### src/rtl/bvmc_pkg.sv
package bvmc_pkg;

  // field widths
  localparam int AngleW   = 17;
  localparam int RateW    = 20;
  localparam int SpeedW   = 21;
  localparam int GainW    = 20;
  localparam int DriveW   = 11;
  localparam int DutyW    = 10;
  localparam int ErrW     = 24;
  localparam int DiffW    = AngleW + 1;
  localparam int LeastW   = SpeedW + 2;

  localparam int CfgIdxW  = 3;
  localparam int CfgDataW = 20;

  localparam int OutputLimitDef   = 1000;
  localparam int IntegralLimitDef = 1000;

  // Q.8 signals, Q.12 gains, loop terms scaled down by 2^20
  localparam int SigOne      = 256;
  localparam int ScaleShift  = 20;
  localparam int FiltShift   = 12;
  localparam int FiltRound   = 2048;
  localparam int ErrMax      = 8388607;
  localparam int ErrMin      = -8388608;

  localparam logic [GainW-1:0] FiltOld = 20'd3441;
  localparam logic [GainW-1:0] FiltNew = 20'd655;

  typedef enum logic [CfgIdxW-1:0] {
    REG_ZERO_ANGLE  = 3'd0,
    REG_BALANCE_KP  = 3'd1,
    REG_BALANCE_KD  = 3'd2,
    REG_VELOCITY_KP = 3'd3,
    REG_VELOCITY_KI = 3'd4
  } cfg_reg_e;

  typedef struct packed {
    logic signed [AngleW-1:0] zero_angle;
    logic [GainW-1:0]         balance_kp;
    logic [GainW-1:0]         balance_kd;
    logic [GainW-1:0]         velocity_kp;
    logic [GainW-1:0]         velocity_ki;
  } cfg_t;

  localparam cfg_t CfgRst = '{
    zero_angle:   17'sd0,
    balance_kp:   20'd348160,
    balance_kd:   20'd20480,
    velocity_kp:  20'd110592,
    velocity_ki:  20'd553
  };

  typedef struct packed {
    logic start;
    logic clear;
  } mac_cmd_t;

  typedef struct packed {
    logic busy;
    logic done;
  } mac_sts_t;

endpackage

### src/rtl/bvmc_if.sv
interface bvmc_cfg_if;
  import bvmc_pkg::*;
  logic                valid;
  logic                ready;
  logic [CfgIdxW-1:0]  index;
  logic [CfgDataW-1:0] data;
  modport source (output valid, index, data, input ready);
  modport sink (input valid, index, data, output ready);
endinterface

interface bvmc_in_if;
  import bvmc_pkg::*;
  logic                     valid;
  logic                     ready;
  logic signed [AngleW-1:0] tilt_angle;
  logic signed [RateW-1:0]  tilt_rate;
  logic signed [SpeedW-1:0] left_speed;
  logic signed [SpeedW-1:0] right_speed;
  modport source (output valid, tilt_angle, tilt_rate, left_speed, right_speed, input ready);
  modport sink (input valid, tilt_angle, tilt_rate, left_speed, right_speed, output ready);
endinterface

interface bvmc_out_if;
  import bvmc_pkg::*;
  logic                     valid;
  logic                     ready;
  logic signed [DriveW-1:0] drive;
  logic [DutyW-1:0]         duty;
  logic                     left_reverse;
  logic                     right_forward;
  modport source (output valid, drive, duty, left_reverse, right_forward, input ready);
  modport sink (input valid, drive, duty, left_reverse, right_forward, output ready);
endinterface

### src/rtl/bvmc_cfg.sv
module bvmc_cfg (
  input  logic           clk_i,
  input  logic           rst_ni,
  bvmc_cfg_if.sink       cfg_i,
  output bvmc_pkg::cfg_t cfg_o
);
  import bvmc_pkg::*;

  cfg_t cfg_q, cfg_d;

  assign cfg_i.ready = 1'b1;
  assign cfg_o       = cfg_q;

  always_comb begin
    cfg_d = cfg_q;
    if (cfg_i.valid) begin
      case (cfg_i.index)
        REG_ZERO_ANGLE:   cfg_d.zero_angle  = $signed(cfg_i.data[AngleW-1:0]);
        REG_BALANCE_KP:   cfg_d.balance_kp  = cfg_i.data[GainW-1:0];
        REG_BALANCE_KD:   cfg_d.balance_kd  = cfg_i.data[GainW-1:0];
        REG_VELOCITY_KP:  cfg_d.velocity_kp = cfg_i.data[GainW-1:0];
        REG_VELOCITY_KI:  cfg_d.velocity_ki = cfg_i.data[GainW-1:0];
        default:          cfg_d = cfg_q;
      endcase
    end
  end

  always_ff @(posedge clk_i or negedge rst_ni) begin
    if (!rst_ni) begin
      cfg_q <= CfgRst;
    end else begin
      cfg_q <= cfg_d;
    end
  end

endmodule

### src/rtl/bvmc_smac.sv
module bvmc_smac #(
  parameter int AccW = 48
) (
  input  logic                         clk_i,
  input  logic                         rst_ni,
  input  bvmc_pkg::mac_cmd_t           cmd_i,
  input  logic signed [AccW-1:0]       mcand_i,
  input  logic [bvmc_pkg::GainW-1:0]   mplier_i,
  input  logic signed [AccW-1:0]       init_i,
  output bvmc_pkg::mac_sts_t           sts_o,
  output logic signed [AccW-1:0]       acc_o
);
  import bvmc_pkg::*;

  localparam int CntW = $clog2(GainW);
  localparam logic [CntW-1:0] CntLast = CntW'(GainW - 1);

  logic                   busy_q, busy_d;
  logic [CntW-1:0]        cnt_q, cnt_d;
  logic signed [AccW-1:0] mcand_q, mcand_d;
  logic signed [AccW-1:0] acc_q, acc_d;
  logic [GainW-1:0]       mplier_q, mplier_d;

  // one multiplier bit per cycle, lsb first, multiplicand walks left
  always_comb begin
    busy_d   = busy_q;
    cnt_d    = cnt_q;
    mcand_d  = mcand_q;
    mplier_d = mplier_q;
    acc_d    = acc_q;
    if (cmd_i.start) begin
      busy_d   = 1'b1;
      cnt_d    = '0;
      mcand_d  = mcand_i;
      mplier_d = mplier_i;
      if (cmd_i.clear) begin
        acc_d = init_i;
      end
    end else if (busy_q) begin
      if (mplier_q[0]) begin
        acc_d = acc_q + mcand_q;
      end
      mcand_d  = mcand_q <<< 1;
      mplier_d = mplier_q >> 1;
      cnt_d    = cnt_q + 1'b1;
      if (cnt_q == CntLast) begin
        busy_d = 1'b0;
      end
    end
  end

  always_ff @(posedge clk_i or negedge rst_ni) begin
    if (!rst_ni) begin
      busy_q <= 1'b0;
      cnt_q  <= '0;
    end else begin
      busy_q <= busy_d;
      cnt_q  <= cnt_d;
    end
  end

  always_ff @(posedge clk_i) begin
    mcand_q  <= mcand_d;
    mplier_q <= mplier_d;
    acc_q    <= acc_d;
  end

  assign sts_o.busy = busy_q;
  assign sts_o.done = busy_q && (cnt_q == CntLast);
  assign acc_o      = acc_q;

endmodule

### src/rtl/bvmc_core.sv
module bvmc_core #(
  parameter int OUTPUT_LIMIT   = bvmc_pkg::OutputLimitDef,
  parameter int INTEGRAL_LIMIT = bvmc_pkg::IntegralLimitDef,
  localparam int OutW = $clog2(OUTPUT_LIMIT + 1) + 1,
  localparam int TotW = (OutW > bvmc_pkg::DriveW) ? OutW : bvmc_pkg::DriveW
) (
  input  logic                   clk_i,
  input  logic                   rst_ni,
  input  bvmc_pkg::cfg_t         cfg_i,
  bvmc_in_if.sink                in_i,
  output logic                   res_valid_o,
  input  logic                   res_ready_i,
  output logic signed [TotW-1:0] total_o
);
  import bvmc_pkg::*;

  localparam int IntLim = INTEGRAL_LIMIT * SigOne;
  localparam int IntW   = $clog2(IntLim + 1) + 1;
  localparam int OpW    = (IntW > ErrW) ? IntW : ErrW;
  localparam int AccW   = OpW + GainW + 1;
  localparam int TrW    = AccW - ScaleShift;
  localparam int FltW   = AccW - FiltShift;
  localparam int SumW   = OpW + 1;

  typedef enum logic [10:0] {
    S_IDLE    = 11'b00000000001,
    S_UP_KP   = 11'b00000000010,
    S_UP_KD   = 11'b00000000100,
    S_FLT_OLD = 11'b00000001000,
    S_FLT_NEW = 11'b00000010000,
    S_FILT    = 11'b00000100000,
    S_VEL_KP  = 11'b00001000000,
    S_VEL_KI  = 11'b00010000000,
    S_VEL     = 11'b00100000000,
    S_SUM     = 11'b01000000000,
    S_DONE    = 11'b10000000000
  } state_e;

  state_e state_q, state_d;
  logic   issue_q, issue_d;

  logic signed [ErrW-1:0]   fse_q, fse_d;
  logic signed [IntW-1:0]   integ_q, integ_d;
  logic signed [DiffW-1:0]  diff_q, diff_d;
  logic signed [RateW-1:0]  rate_q, rate_d;
  logic signed [LeastW-1:0] least_q, least_d;
  logic signed [TrW-1:0]    upright_q, upright_d;
  logic signed [TrW-1:0]    vel_q, vel_d;
  logic signed [TotW-1:0]   total_q, total_d;

  mac_cmd_t               mac_cmd;
  mac_sts_t               mac_sts;
  logic signed [AccW-1:0] mac_mcand;
  logic [GainW-1:0]       mac_mplier;
  logic signed [AccW-1:0] mac_init;
  logic signed [AccW-1:0] mac_acc;

  logic signed [LeastW-1:0] speed_sum;
  logic signed [FltW-1:0]   flt_shift;
  logic signed [SumW-1:0]   int_sum;
  logic signed [TrW:0]      tot_sum;

  // divide by 2^20, rounding toward zero
  function automatic logic signed [TrW-1:0] scale_down(input logic signed [AccW-1:0] a);
    logic signed [AccW-1:0] b;
    b = a + $signed({{(AccW-ScaleShift){1'b0}}, {ScaleShift{a[AccW-1]}}});
    return b[AccW-1:ScaleShift];
  endfunction

  bvmc_smac #(
    .AccW (AccW)
  ) u_smac (
    .clk_i    (clk_i),
    .rst_ni   (rst_ni),
    .cmd_i    (mac_cmd),
    .mcand_i  (mac_mcand),
    .mplier_i (mac_mplier),
    .init_i   (mac_init),
    .sts_o    (mac_sts),
    .acc_o    (mac_acc)
  );

  assign in_i.ready  = (state_q == S_IDLE);
  assign res_valid_o = (state_q == S_DONE);
  assign total_o     = total_q;

  assign speed_sum = LeastW'(in_i.left_speed) + LeastW'(in_i.right_speed);
  assign flt_shift = $signed(mac_acc[AccW-1:FiltShift]);
  assign int_sum   = SumW'(integ_q) + SumW'(fse_q);
  assign tot_sum   = (TrW+1)'(upright_q) + (TrW+1)'(vel_q);

  // operand selection for the shared multiplier
  always_comb begin
    mac_cmd.start = 1'b0;
    mac_cmd.clear = 1'b0;
    mac_mcand     = '0;
    mac_mplier    = '0;
    mac_init      = '0;
    case (state_q)
      S_UP_KP: begin
        mac_cmd.start = issue_q;
        mac_cmd.clear = 1'b1;
        mac_mcand     = AccW'(diff_q);
        mac_mplier    = cfg_i.balance_kp;
      end
      S_UP_KD: begin
        mac_cmd.start = issue_q;
        mac_mcand     = AccW'(rate_q);
        mac_mplier    = cfg_i.balance_kd;
      end
      S_FLT_OLD: begin
        mac_cmd.start = issue_q;
        mac_cmd.clear = 1'b1;
        mac_mcand     = AccW'(fse_q);
        mac_mplier    = FiltOld;
        mac_init      = AccW'(FiltRound);
      end
      S_FLT_NEW: begin
        mac_cmd.start = issue_q;
        mac_mcand     = AccW'(least_q);
        mac_mplier    = FiltNew;
      end
      S_VEL_KP: begin
        mac_cmd.start = issue_q;
        mac_cmd.clear = 1'b1;
        mac_mcand     = AccW'(fse_q);
        mac_mplier    = cfg_i.velocity_kp;
      end
      S_VEL_KI: begin
        mac_cmd.start = issue_q;
        mac_mcand     = AccW'(integ_q);
        mac_mplier    = cfg_i.velocity_ki;
      end
      default: begin
        mac_cmd.start = 1'b0;
      end
    endcase
  end

  always_comb begin
    state_d   = state_q;
    issue_d   = 1'b0;
    fse_d     = fse_q;
    integ_d   = integ_q;
    diff_d    = diff_q;
    rate_d    = rate_q;
    least_d   = least_q;
    upright_d = upright_q;
    vel_d     = vel_q;
    total_d   = total_q;
    case (state_q)
      S_IDLE: begin
        if (in_i.valid) begin
          diff_d  = DiffW'(in_i.tilt_angle) - DiffW'(cfg_i.zero_angle);
          rate_d  = in_i.tilt_rate;
          least_d = -speed_sum;
          state_d = S_UP_KP;
          issue_d = 1'b1;
        end
      end
      S_UP_KP: begin
        if (mac_sts.done) begin
          state_d = S_UP_KD;
          issue_d = 1'b1;
        end
      end
      S_UP_KD: begin
        if (mac_sts.done) begin
          state_d = S_FLT_OLD;
          issue_d = 1'b1;
        end
      end
      S_FLT_OLD: begin
        // upright sum is still in the accumulator on the launch cycle
        if (issue_q) begin
          upright_d = scale_down(mac_acc);
        end
        if (mac_sts.done) begin
          state_d = S_FLT_NEW;
          issue_d = 1'b1;
        end
      end
      S_FLT_NEW: begin
        if (mac_sts.done) begin
          state_d = S_FILT;
        end
      end
      S_FILT: begin
        if (flt_shift > ErrMax) begin
          fse_d = ErrW'(ErrMax);
        end else if (flt_shift < ErrMin) begin
          fse_d = ErrW'(ErrMin);
        end else begin
          fse_d = flt_shift[ErrW-1:0];
        end
        state_d = S_VEL_KP;
        issue_d = 1'b1;
      end
      S_VEL_KP: begin
        if (issue_q) begin
          if (int_sum > IntLim) begin
            integ_d = IntW'(IntLim);
          end else if (int_sum < -IntLim) begin
            integ_d = IntW'(-IntLim);
          end else begin
            integ_d = int_sum[IntW-1:0];
          end
        end
        if (mac_sts.done) begin
          state_d = S_VEL_KI;
          issue_d = 1'b1;
        end
      end
      S_VEL_KI: begin
        if (mac_sts.done) begin
          state_d = S_VEL;
        end
      end
      S_VEL: begin
        vel_d   = -scale_down(mac_acc);
        state_d = S_SUM;
      end
      S_SUM: begin
        if (tot_sum > OUTPUT_LIMIT) begin
          total_d = TotW'(OUTPUT_LIMIT);
        end else if (tot_sum < -OUTPUT_LIMIT) begin
          total_d = TotW'(-OUTPUT_LIMIT);
        end else begin
          total_d = tot_sum[TotW-1:0];
        end
        state_d = S_DONE;
      end
      S_DONE: begin
        if (res_ready_i) begin
          state_d = S_IDLE;
        end
      end
      default: begin
        state_d = S_IDLE;
      end
    endcase
  end

  always_ff @(posedge clk_i or negedge rst_ni) begin
    if (!rst_ni) begin
      state_q <= S_IDLE;
      issue_q <= 1'b0;
      fse_q   <= '0;
      integ_q <= '0;
    end else begin
      state_q <= state_d;
      issue_q <= issue_d;
      fse_q   <= fse_d;
      integ_q <= integ_d;
    end
  end

  always_ff @(posedge clk_i) begin
    diff_q    <= diff_d;
    rate_q    <= rate_d;
    least_q   <= least_d;
    upright_q <= upright_d;
    vel_q     <= vel_d;
    total_q   <= total_d;
  end

  a_integ_bound: assert property (@(posedge clk_i) disable iff (!rst_ni)
    (integ_q <= IntLim) && (integ_q >= -IntLim))
    else $error("speed integral outside its limit");

  a_total_bound: assert property (@(posedge clk_i) disable iff (!rst_ni)
    (state_q == S_DONE) |-> ((total_q <= OUTPUT_LIMIT) && (total_q >= -OUTPUT_LIMIT)))
    else $error("offered drive outside the output limit");

  a_mac_launch: assert property (@(posedge clk_i) disable iff (!rst_ni)
    mac_cmd.start |-> !mac_sts.busy)
    else $error("multiplier launched while busy");

  a_accept_launch: assert property (@(posedge clk_i) disable iff (!rst_ni)
    (in_i.valid && in_i.ready) |=> (mac_cmd.start && mac_cmd.clear))
    else $error("accepted word did not launch the upright product");

endmodule

### src/rtl/bvmc_out.sv
module bvmc_out #(
  parameter int OUTPUT_LIMIT = bvmc_pkg::OutputLimitDef,
  localparam int OutW = $clog2(OUTPUT_LIMIT + 1) + 1,
  localparam int TotW = (OutW > bvmc_pkg::DriveW) ? OutW : bvmc_pkg::DriveW
) (
  input  logic                   clk_i,
  input  logic                   rst_ni,
  input  logic                   res_valid_i,
  output logic                   res_ready_o,
  input  logic signed [TotW-1:0] total_i,
  bvmc_out_if.source             out_o
);
  import bvmc_pkg::*;

  logic                     valid_q, valid_d;
  logic signed [DriveW-1:0] drive_q, drive_d;
  logic [DutyW-1:0]         duty_q, duty_d;
  logic                     rev_q, rev_d;
  logic                     fwd_q, fwd_d;
  logic signed [TotW-1:0]   mag;

  assign res_ready_o = !valid_q || out_o.ready;
  assign mag         = total_i[TotW-1] ? -total_i : total_i;

  always_comb begin
    valid_d = valid_q;
    drive_d = drive_q;
    duty_d  = duty_q;
    rev_d   = rev_q;
    fwd_d   = fwd_q;
    if (res_valid_i && res_ready_o) begin
      valid_d = 1'b1;
      drive_d = total_i[DriveW-1:0];
      duty_d  = mag[DutyW-1:0];
      rev_d   = total_i[TotW-1];
      fwd_d   = !total_i[TotW-1] && (total_i != '0);
    end else if (out_o.ready) begin
      valid_d = 1'b0;
    end
  end

  always_ff @(posedge clk_i or negedge rst_ni) begin
    if (!rst_ni) begin
      valid_q <= 1'b0;
    end else begin
      valid_q <= valid_d;
    end
  end

  always_ff @(posedge clk_i) begin
    drive_q <= drive_d;
    duty_q  <= duty_d;
    rev_q   <= rev_d;
    fwd_q   <= fwd_d;
  end

  assign out_o.valid         = valid_q;
  assign out_o.drive         = drive_q;
  assign out_o.duty          = duty_q;
  assign out_o.left_reverse  = rev_q;
  assign out_o.right_forward = fwd_q;

endmodule

### src/rtl/balance_velocity_motor_control.sv
// channel   role    word
// cfg_i     sink    index (register 0..4), data (20 bit, zero angle uses low 17)
// in_i      sink    tilt_angle, tilt_rate, left_speed, right_speed
// out_o     source  drive, duty, left_reverse, right_forward
//
// one word in flight: six products on one shift-add multiplier, each a launch step plus a
// step per bit of the 20-bit gain; the filter clamp (S_FILT) runs between the fourth and
// fifth product, the velocity and sum steps (S_VEL, S_SUM) after the sixth, then S_DONE
// hands the result to the output register; the multiplier bit loop takes most of the time.
// reset clears the filter state, the integral, the handshakes and restores gains.
// the output register frees the core, so the next word is taken while a result waits;
// a result still held at the end of the next word stalls the core until it is taken.
module balance_velocity_motor_control #(
  parameter int OUTPUT_LIMIT   = bvmc_pkg::OutputLimitDef,
  parameter int INTEGRAL_LIMIT = bvmc_pkg::IntegralLimitDef
) (
  input  logic       clk_i,
  input  logic       rst_ni,
  bvmc_cfg_if.sink   cfg_i,
  bvmc_in_if.sink    in_i,
  bvmc_out_if.source out_o
);
  import bvmc_pkg::*;

  localparam int OutW = $clog2(OUTPUT_LIMIT + 1) + 1;
  localparam int TotW = (OutW > DriveW) ? OutW : DriveW;

  cfg_t                   cfg;
  logic                   res_valid;
  logic                   res_ready;
  logic signed [TotW-1:0] total;

  bvmc_cfg u_cfg (
    .clk_i  (clk_i),
    .rst_ni (rst_ni),
    .cfg_i  (cfg_i),
    .cfg_o  (cfg)
  );

  bvmc_core #(
    .OUTPUT_LIMIT   (OUTPUT_LIMIT),
    .INTEGRAL_LIMIT (INTEGRAL_LIMIT)
  ) u_core (
    .clk_i       (clk_i),
    .rst_ni      (rst_ni),
    .cfg_i       (cfg),
    .in_i        (in_i),
    .res_valid_o (res_valid),
    .res_ready_i (res_ready),
    .total_o     (total)
  );

  bvmc_out #(
    .OUTPUT_LIMIT (OUTPUT_LIMIT)
  ) u_out (
    .clk_i       (clk_i),
    .rst_ni      (rst_ni),
    .res_valid_i (res_valid),
    .res_ready_o (res_ready),
    .total_i     (total),
    .out_o       (out_o)
  );

endmodule
### src/flat_wrapper.sv
// flat-port wrapper written by rule: the top's interface ports become plain ports
module balance_velocity_motor_control_flat import bvmc_pkg::*;
#(
  parameter int OUTPUT_LIMIT   = bvmc_pkg::OutputLimitDef,
  parameter int INTEGRAL_LIMIT = bvmc_pkg::IntegralLimitDef
)
  (clk_i, rst_ni, cfg_i_valid, cfg_i_index, cfg_i_data, cfg_i_ready, in_i_valid, in_i_tilt_angle, in_i_tilt_rate, in_i_left_speed, in_i_right_speed, in_i_ready, out_o_valid, out_o_drive, out_o_duty, out_o_left_reverse, out_o_right_forward, out_o_ready);
  bvmc_cfg_if cfg_i_i ();
  bvmc_in_if in_i_i ();
  bvmc_out_if out_o_i ();
  input  logic clk_i;
  input  logic rst_ni;
  input wire logic [$bits(cfg_i_i.valid)-1:0] cfg_i_valid;
  input wire logic [$bits(cfg_i_i.index)-1:0] cfg_i_index;
  input wire logic [$bits(cfg_i_i.data)-1:0] cfg_i_data;
  output wire logic [$bits(cfg_i_i.ready)-1:0] cfg_i_ready;
  input wire logic [$bits(in_i_i.valid)-1:0] in_i_valid;
  input wire logic [$bits(in_i_i.tilt_angle)-1:0] in_i_tilt_angle;
  input wire logic [$bits(in_i_i.tilt_rate)-1:0] in_i_tilt_rate;
  input wire logic [$bits(in_i_i.left_speed)-1:0] in_i_left_speed;
  input wire logic [$bits(in_i_i.right_speed)-1:0] in_i_right_speed;
  output wire logic [$bits(in_i_i.ready)-1:0] in_i_ready;
  output wire logic [$bits(out_o_i.valid)-1:0] out_o_valid;
  output wire logic [$bits(out_o_i.drive)-1:0] out_o_drive;
  output wire logic [$bits(out_o_i.duty)-1:0] out_o_duty;
  output wire logic [$bits(out_o_i.left_reverse)-1:0] out_o_left_reverse;
  output wire logic [$bits(out_o_i.right_forward)-1:0] out_o_right_forward;
  input wire logic [$bits(out_o_i.ready)-1:0] out_o_ready;
  assign cfg_i_i.valid = cfg_i_valid;
  assign cfg_i_i.index = cfg_i_index;
  assign cfg_i_i.data = cfg_i_data;
  assign cfg_i_ready = cfg_i_i.ready;
  assign in_i_i.valid = in_i_valid;
  assign in_i_i.tilt_angle = in_i_tilt_angle;
  assign in_i_i.tilt_rate = in_i_tilt_rate;
  assign in_i_i.left_speed = in_i_left_speed;
  assign in_i_i.right_speed = in_i_right_speed;
  assign in_i_ready = in_i_i.ready;
  assign out_o_valid = out_o_i.valid;
  assign out_o_drive = out_o_i.drive;
  assign out_o_duty = out_o_i.duty;
  assign out_o_left_reverse = out_o_i.left_reverse;
  assign out_o_right_forward = out_o_i.right_forward;
  assign out_o_i.ready = out_o_ready;
  balance_velocity_motor_control #(.OUTPUT_LIMIT(OUTPUT_LIMIT), .INTEGRAL_LIMIT(INTEGRAL_LIMIT)) u_core (.clk_i(clk_i), .rst_ni(rst_ni), .cfg_i(cfg_i_i), .in_i(in_i_i), .out_o(out_o_i));
endmodule
### config.mk
export PLATFORM = sky130hd
export DESIGN_NAME = balance_velocity_motor_control_flat
export DESIGN_NICKNAME = d
export VERILOG_FILES = /design/src/rtl/bvmc_pkg.sv /design/src/rtl/bvmc_if.sv /design/src/rtl/bvmc_cfg.sv /design/src/rtl/bvmc_smac.sv /design/src/rtl/bvmc_core.sv /design/src/rtl/bvmc_out.sv /design/src/rtl/balance_velocity_motor_control.sv /design/src/flat_wrapper.sv
export SDC_FILE = /design/constraint.sdc
export NUM_CORES = 1
export LEC_CHECK = 0
export BUFFER_PORTS_ARGS = -buffer_cell sky130_fd_sc_hd__buf_2
export CAP_MARGIN = 20
export CORE_MARGIN = 3
export CORE_UTILIZATION = 50
export DETAILED_ROUTE_END_ITERATION = 10
export PLACE_DENSITY = 0.79
export SYNTH_ARGS = -nofsm -noshare
export SYNTH_HDL_FRONTEND = slang
export SYNTH_SLANG_ARGS = --single-unit
### constraint.sdc
create_clock -name clk_i -period 3.6 [get_ports clk_i]
set_input_delay 0.72 -clock clk_i [delete_from_list [all_inputs] [get_ports clk_i]]
set_output_delay 0.72 -clock clk_i [all_outputs]
set_load 0.02 [all_outputs]
Yosys cells after proc, flatten, opt, wreduce, memory -nomap -nowiden
Cells that the tools add are included.
Widths: inputs -> output; s select.
- bits in registers: 414
- bits of input ports: 107
- logic and storage cells: 131
- add/subtract/negate cells: 10
- $lt $le $gt $ge: 6
- eq/ne operators: 25
- mux-type cells: 38
- reduce and logical (&&, ||, !) cells: 26
- operators with widths (kind ; count):
    $mux 45 ; 6
    $pmux 45 s5 ; 1
    $pmux 11 s11 ; 1
    $pmux 20 s6 ; 1
    $mux 11 ; 9
    $mux 24 ; 2
    $add 45x21->45 ; 1
    $add 45x45->45 ; 1
    $mux 20 ; 2
    $mux 19 ; 2
    $gt 33x24->1 const B ; 1
    $lt 33x24->1 const B ; 1
    $add 25x25->26 ; 1
    $gt 26x11->1 const B ; 1
    $lt 26x11->1 const B ; 1
    $add 19x24->25 ; 1
    $gt 25x19->1 const B ; 1
    $lt 25x19->1 const B ; 1
    $neg 25->25 ; 1
    $neg 22->23 ; 1
    $add 21x21->22 ; 1
    $sub 17x17->18 ; 1
    $ne 2x2->1 const B ; 8
    $reduce_and 2->1 ; 8
    other kinds (35) ; 51

Logic depth before layout (Yosys ltp)
- word-level depth: 5
- gate-level depth with buffers: 15
- depth with buffers taken out: 15

By module
A second synthesis with hierarchy kept.
- cell total of the unflattened synthesis: 2539
- area total of the unflattened synthesis: 26163.8 um^2
- modules (own cells, without submodules) (module ; instances ; cells each ; area each (um^2) ; seq. area each (um^2)):
    bvmc_core ; 1 ; 1565 ; 14109.8 ; 5041.1
    bvmc_smac ; 1 ; 707 ; 7455.9 ; 3453.3
    bvmc_cfg ; 1 ; 210 ; 3667.3 ; 2444.8
    bvmc_out ; 1 ; 57 ; 930.9 ; 655.6

Least setup slack after synthesis
No wires, ideal clock.
- path kind: reg-to-reg
- start: register u_core.u_core.state_q[0]
- end: register u_core.u_core.u_smac.mcand_q[0] (enable)
- setup time: 0.702 ns
- data arrival time: 3.241 ns
- required time: 2.898 ns
- slack: -0.343 ns
- cell stages (with the launch flop): 10
- path buffers: 1
- cell sequence: dfstp_2 -> nor2_1 -> and2_1 -> nand2_1 -> nor3b_1 -> or2_1 -> or4_1 -> nand2_1 -> clkbuf_1 -> nand2b_1
- longest elaborated chain between the ends: 4
- ends and longest elaborated chain (item ; RTL line ; RTL):
    start, declared ; bvmc_core.sv:39 ; state_e state_q, state_d;
    start signal, assigned ; bvmc_core.sv:251 ; state_q <= state_d;
    $eq 11x8->1 (tied with other cells) ; bvmc_core.sv:99 ; case (state_q)
    $reduce_or 6->1 (no source line) * ; n/a ;
    $mux 1 * ; bvmc_core.sv:99 ;
    $reduce_bool 2->1 (no source line) * ; n/a ;
    end signal, assigned ; bvmc_smac.sv:63 ; mcand_q <= mcand_d;
    end, declared ; bvmc_smac.sv:20 ; logic signed [AccW-1:0] mcand_q, mcand_d;
Every way passes the cells marked *; elsewhere a longest branch is shown, timed or not.
A chain may end at the register's enable or synchronous reset.

Final worst setup path
- start: register u_core.u_core.u_smac.acc_q[44] (netlist: u_core.u_core.u_smac.acc_o[44])
- end: register u_core.u_core.vel_q[20] (data pin)
- longest elaborated chain between the ends: 2
- ends and longest elaborated chain (item ; RTL line ; RTL):
    start, declared ; bvmc_smac.sv:21 ; logic signed [AccW-1:0] acc_q, acc_d;
    start signal, assigned ; bvmc_smac.sv:65 ; acc_q <= acc_d;
    $add 45x21->45 ; bvmc_core.sv:66 ; b = a + $signed({{(AccW-ScaleShift){1'b0}}, {ScaleShift{a[AccW-1]}}});
    $neg 25->25 ; bvmc_core.sv:220 ; vel_d = -scale_down(mac_acc);
    end signal, assigned ; bvmc_core.sv:263 ; vel_q <= vel_d;
    end, declared ; bvmc_core.sv:48 ; logic signed [TrW-1:0] vel_q, vel_d;
Every way passes these cells.

==> impl_metrics.ini <==
[sta]
post-route-worst-setup-slack_ns = -0.009548
fmax_ghz = 0.2770
worstMarginPinSlew_ns = 0.7766
drv_slew = 0
fin_crit_ns = 3.610
max_slew_margin_pct = 48.23
timing.final.crit_share_pct = 100.3
tns_ns = -0.009548
finalHoldViolCount = 0
rsz0062_at_grt = yes
finClkSkew_ns = 0.02046
setup_viol = 1

[layout]
final_cell_count_no_fill = 3393
area_delta_synth_final_pct = 17.38
seqCellArea_mm2 = 0.01159
num-fill-cells = 3952
multi_input_area_mm2 = 0.01314
final_nets = 2976
layout-drive-gt1-share_pct = 21.64
final_core_util_pct = 59.90

[routing]
via_count = 20238
vias_per_cell = 5.965
firstDrtPassIters = 6
drtIter0Drc = 1414
finalWirelength_um = 65620
route.detailed.drc = 0
antenna_left = 0
wl_per_cell_um = 19.34

[outcome]
violations = negative setup slack
status = complete, but fails checks

[synthesis]
synth_xor_area_share_pct = 5.251
avgSynthCellArea_um2 = 10.24
synth_cell_types = 108
syn-num-nets = 2745
async_flop_share_pct = 38.59
synth_compound_area_share_pct = 17.11
synthFlopType = edfxtp_1
ys_ff_latch = 412
yosys.area_share.simple_pct = 14.46
synth_area_mm2 = 0.02519
synthMuxAreaShare_pct = 4.431
synth-edff-count = 253
ys_warn_count = 0
ys_seq_area_share_pct = 46.03
syn_inst = 2459
synth_adder_area_share_pct = 9.041
synth_top_family_by_area = compound AO/OA/AOI/OAI gates

[setup_path]
crit_path_top_delay_cell = edfxtp_1
critPathMaxFanout = 10
path_buf_inv = 3
arrival_ns = 3.95
rr_worst_depth = 15
end_kind = flop
cp.depth = 15
path_delay_family = simple AND/OR/NAND/NOR gates
required_ns = 3.94
critPathLaunchType = flop
crit_type = flop to flop
cpPeakStageDelay_ns = 0.46
path_cells = buf_4, clkbuf_16, ha_1, inv_1, o21bai_2, a211o_1, a21o_1, a22o_1, nor2_1, or2_4, ha_4, and3_4, or3b_4, nor3_2, xnor2_1

[global_routing]
grt_antenna_before_repair = 2
grt_pass1_wl_um = 103100
grtUsageTotal_pct = 23.82
overflow = 0
grt_pass1_vias = 19945
grt_max_degree = 118

[clocking]
clockRootBuffer = clkbuf_16
clock_latency_ns = 0.60
cts_htree_levels = 2
cts.sinks = 412
cts_buffers = 45
cts_tree = done
cts_max_path_buffers = 3
clkTransAtPathRegs_ns = 0.06

[job]
cap_viol_max_count = 0

[pwr]
p_switching_w = 0.008931
p_total_w = 0.02314
power_leakage_nw = 12.47
p_clk_share_pct = 20.5
intPower_w = 0.01421
peakVddDrop_v = 0.0005108
p_sw_share_pct = 38.59
pwr_density_cell_mw_per_mm2 = 782.9
seqPwrFrac_pct = 35.3
combPwrFrac_pct = 44.2

[min_path]
min_path_type = input port to flop
hold_path_depth = 1

[floorplanning]
io-pin-count = 133
die_h_um = 230.4
start_util_pct = 51.03
die_area_mm2 = 0.05310
die_w_um = 230.4
core-area_mm2 = 0.04936
row_count = 81

[placed_design]
placed_cells = 3279
hpwl_um = 47450
place.port_buffers = 131
gp_congestion = 0.9788
dp_worst_setup_slack_ns = -0.1402
==> routing by layer <==
| metal | vias up | routed length (um) | track usage (%) |
|---|---|---|---|
| met3 | 149 | 4410 | 4.097 |
| met5 | - | 14 | 0 |
| met2 | 728 | 32340 | 41.48 |
| met4 | 2 | 2105 | 7.833 |
| met1 | 9821 | 26760 | 30.15 |
| li1 | 9538 | - | - |
==> per-stage QoR <==
stage / hold WS [ns] / area [um2]
after floorplan: 0.4244 / 25230
after global placement: 0.4865 / 27350
after detailed placement: 0.4958 / 27350
after CTS: 0.2851 / 28930
after global routing: 0.2850 / 29560
final: 0.3071 / 29560
==> area by class of cell <==
| cell class | instances | area share, % |
|---|---|---|
| diodes | 2 | 0.01693 |
| clock buffers | 59 | 4.190 |
| clock inverters | 25 | 1.007 |
| inverters | 135 | 1.714 |
| multi-input cells | 1816 | 44.45 |
| flip-flops and latches | 412 | 39.22 |
| well taps | 664 | 2.810 |
| repair buffers | 280 | 6.594 |
==> worst paths after layout <==
kind                                           startpoint                       end  slack [ns]
hold reg to reg                    u_core.u_cfg.cfg_o[63]    u_core.u_cfg.cfg_o[63]        0.51
setup / recovery           u_core.u_core.u_smac.acc_o[44]   u_core.u_core.vel_q[20]       -0.01
min in group asynchronous                          rst_ni    u_core.u_cfg.cfg_o[70]        0.53
setup reg to reg           u_core.u_core.u_smac.acc_o[44]   u_core.u_core.vel_q[20]       -0.01
hold / removal                          in_i_tilt_rate[3]   u_core.u_core.rate_q[3]        0.31
max in group asynchronous                          rst_ni  u_core.u_core.integ_q[1]        2.07
==> cell families after synthesis <==
| family | Yosys count |
|---|---|
| other | 1 |
| AO/OA/AOI/OAI | 635 |
| adder cells (fa/ha/maj) | 179 |
| buffers and inverters | 231 |
| AND/OR/NAND/NOR | 750 |
| XOR/XNOR | 151 |
| multiplexers | 100 |
| flip-flops | 412 |
==> cell usage after synthesis (10+ instances only) <==
cell type,n,area [um2]
or3_1,11,68.82
and2_1,19,118.9
nand2_1,223,837.1
nand3_1,55,275.3
a21o_1,63,473.0
o21ai_0,116,580.6
xnor2_1,100,875.8
edfxtp_1,253,7597
buf_2,17,85.08
a21oi_1,138,690.7
a222oi_1,13,130.1
or4_1,10,75.07
nor2_1,215,807.0
dfrtp_1,144,3603
clkbuf_1,70,262.8
nand4_1,27,168.9
mux2_2,88,991.0
ha_1,174,2177
o211ai_1,12,90.09
a221oi_1,17,148.9
a211oi_1,23,172.7
dfstp_2,15,394.1
o21bai_1,11,82.58
a22o_1,18,157.7
o31ai_1,11,82.58
nor2b_1,26,162.7
nor3b_1,15,112.6
nand2b_1,23,143.9
o21ai_1,23,115.1
and3_1,25,156.4
nor4_1,13,81.33
mux2i_1,11,110.1
a31oi_1,49,306.5
xor2_1,51,446.7
nor3_1,41,205.2
a22oi_1,31,232.7
o21a_1,15,112.6
inv_1,135,506.7
==> power groups by stage <==
stage	sequential [W]	clock, W	combinational (W)
4_1_cts	0.00811	0.00481	0.00958
5_1_grt	0.00827	0.00501	0.0113
6_report	0.00816	0.00475	0.0102
3_3_place_gp	0.00812	0	0.00908
2_1_floorplan	0.00775	0	0.00706
3_5_place_dp	0.00818	0	0.00949
==> state kept, by name, summed over array words and instances, names as in the netlist, 5 cells and up <==
| signal | flops |
|---|---|
| u_core.u_cfg.cfg_o | 97 |
| u_core.u_core.diff_q | 18 |
| u_core.u_core.fse_q | 24 |
| u_core.u_core.integ_q | 19 |
| u_core.u_core.least_q | 23 |
| u_core.u_core.rate_q | 20 |
| u_core.u_core.state_q | 11 |
| u_core.u_core.total_o | 11 |
| u_core.u_core.u_smac.acc_o | 45 |
| u_core.u_core.u_smac.cnt_q | 5 |
| u_core.u_core.u_smac.mcand_q | 45 |
| u_core.u_core.u_smac.mplier_q | 20 |
| u_core.u_core.upright_q | 25 |
| u_core.u_core.vel_q | 25 |
| u_core.u_out.out_o.drive | 11 |
| u_core.u_out.out_o.duty | 9 |
==> timing repair <==
item	in CTS	in global routing
pin swaps	6	28
buffers inserted	2	20
cloned	0	3
endpoints found under the hold margin	0	11
setup endpoints to repair	12	46
resized for setup	6	78
hold buffers	0	1
==> layout by cell type, fill, tap and decap left out, types with 24 or more instances in the layout <==
cell	netlist	layout
o21ai_0	116	111
buf_4	3	133
ha_1	174	167
a31oi_1	49	47
nor3_1	41	38
nand3_1	55	54
nand2_1	223	222
nand4_1	27	27
edfxtp_1	253	253
and3_1	25	24
inv_1	135	134
clkbuf_16	0	48
buf_2	17	130
xnor2_1	100	95
a21oi_1	138	129
xor2_1	51	49
a21o_1	63	62
a22oi_1	31	31
dfrtp_1	144	144
nor2_1	215	209
mux2_2	88	88
Power figures use the tool's default switching activity.
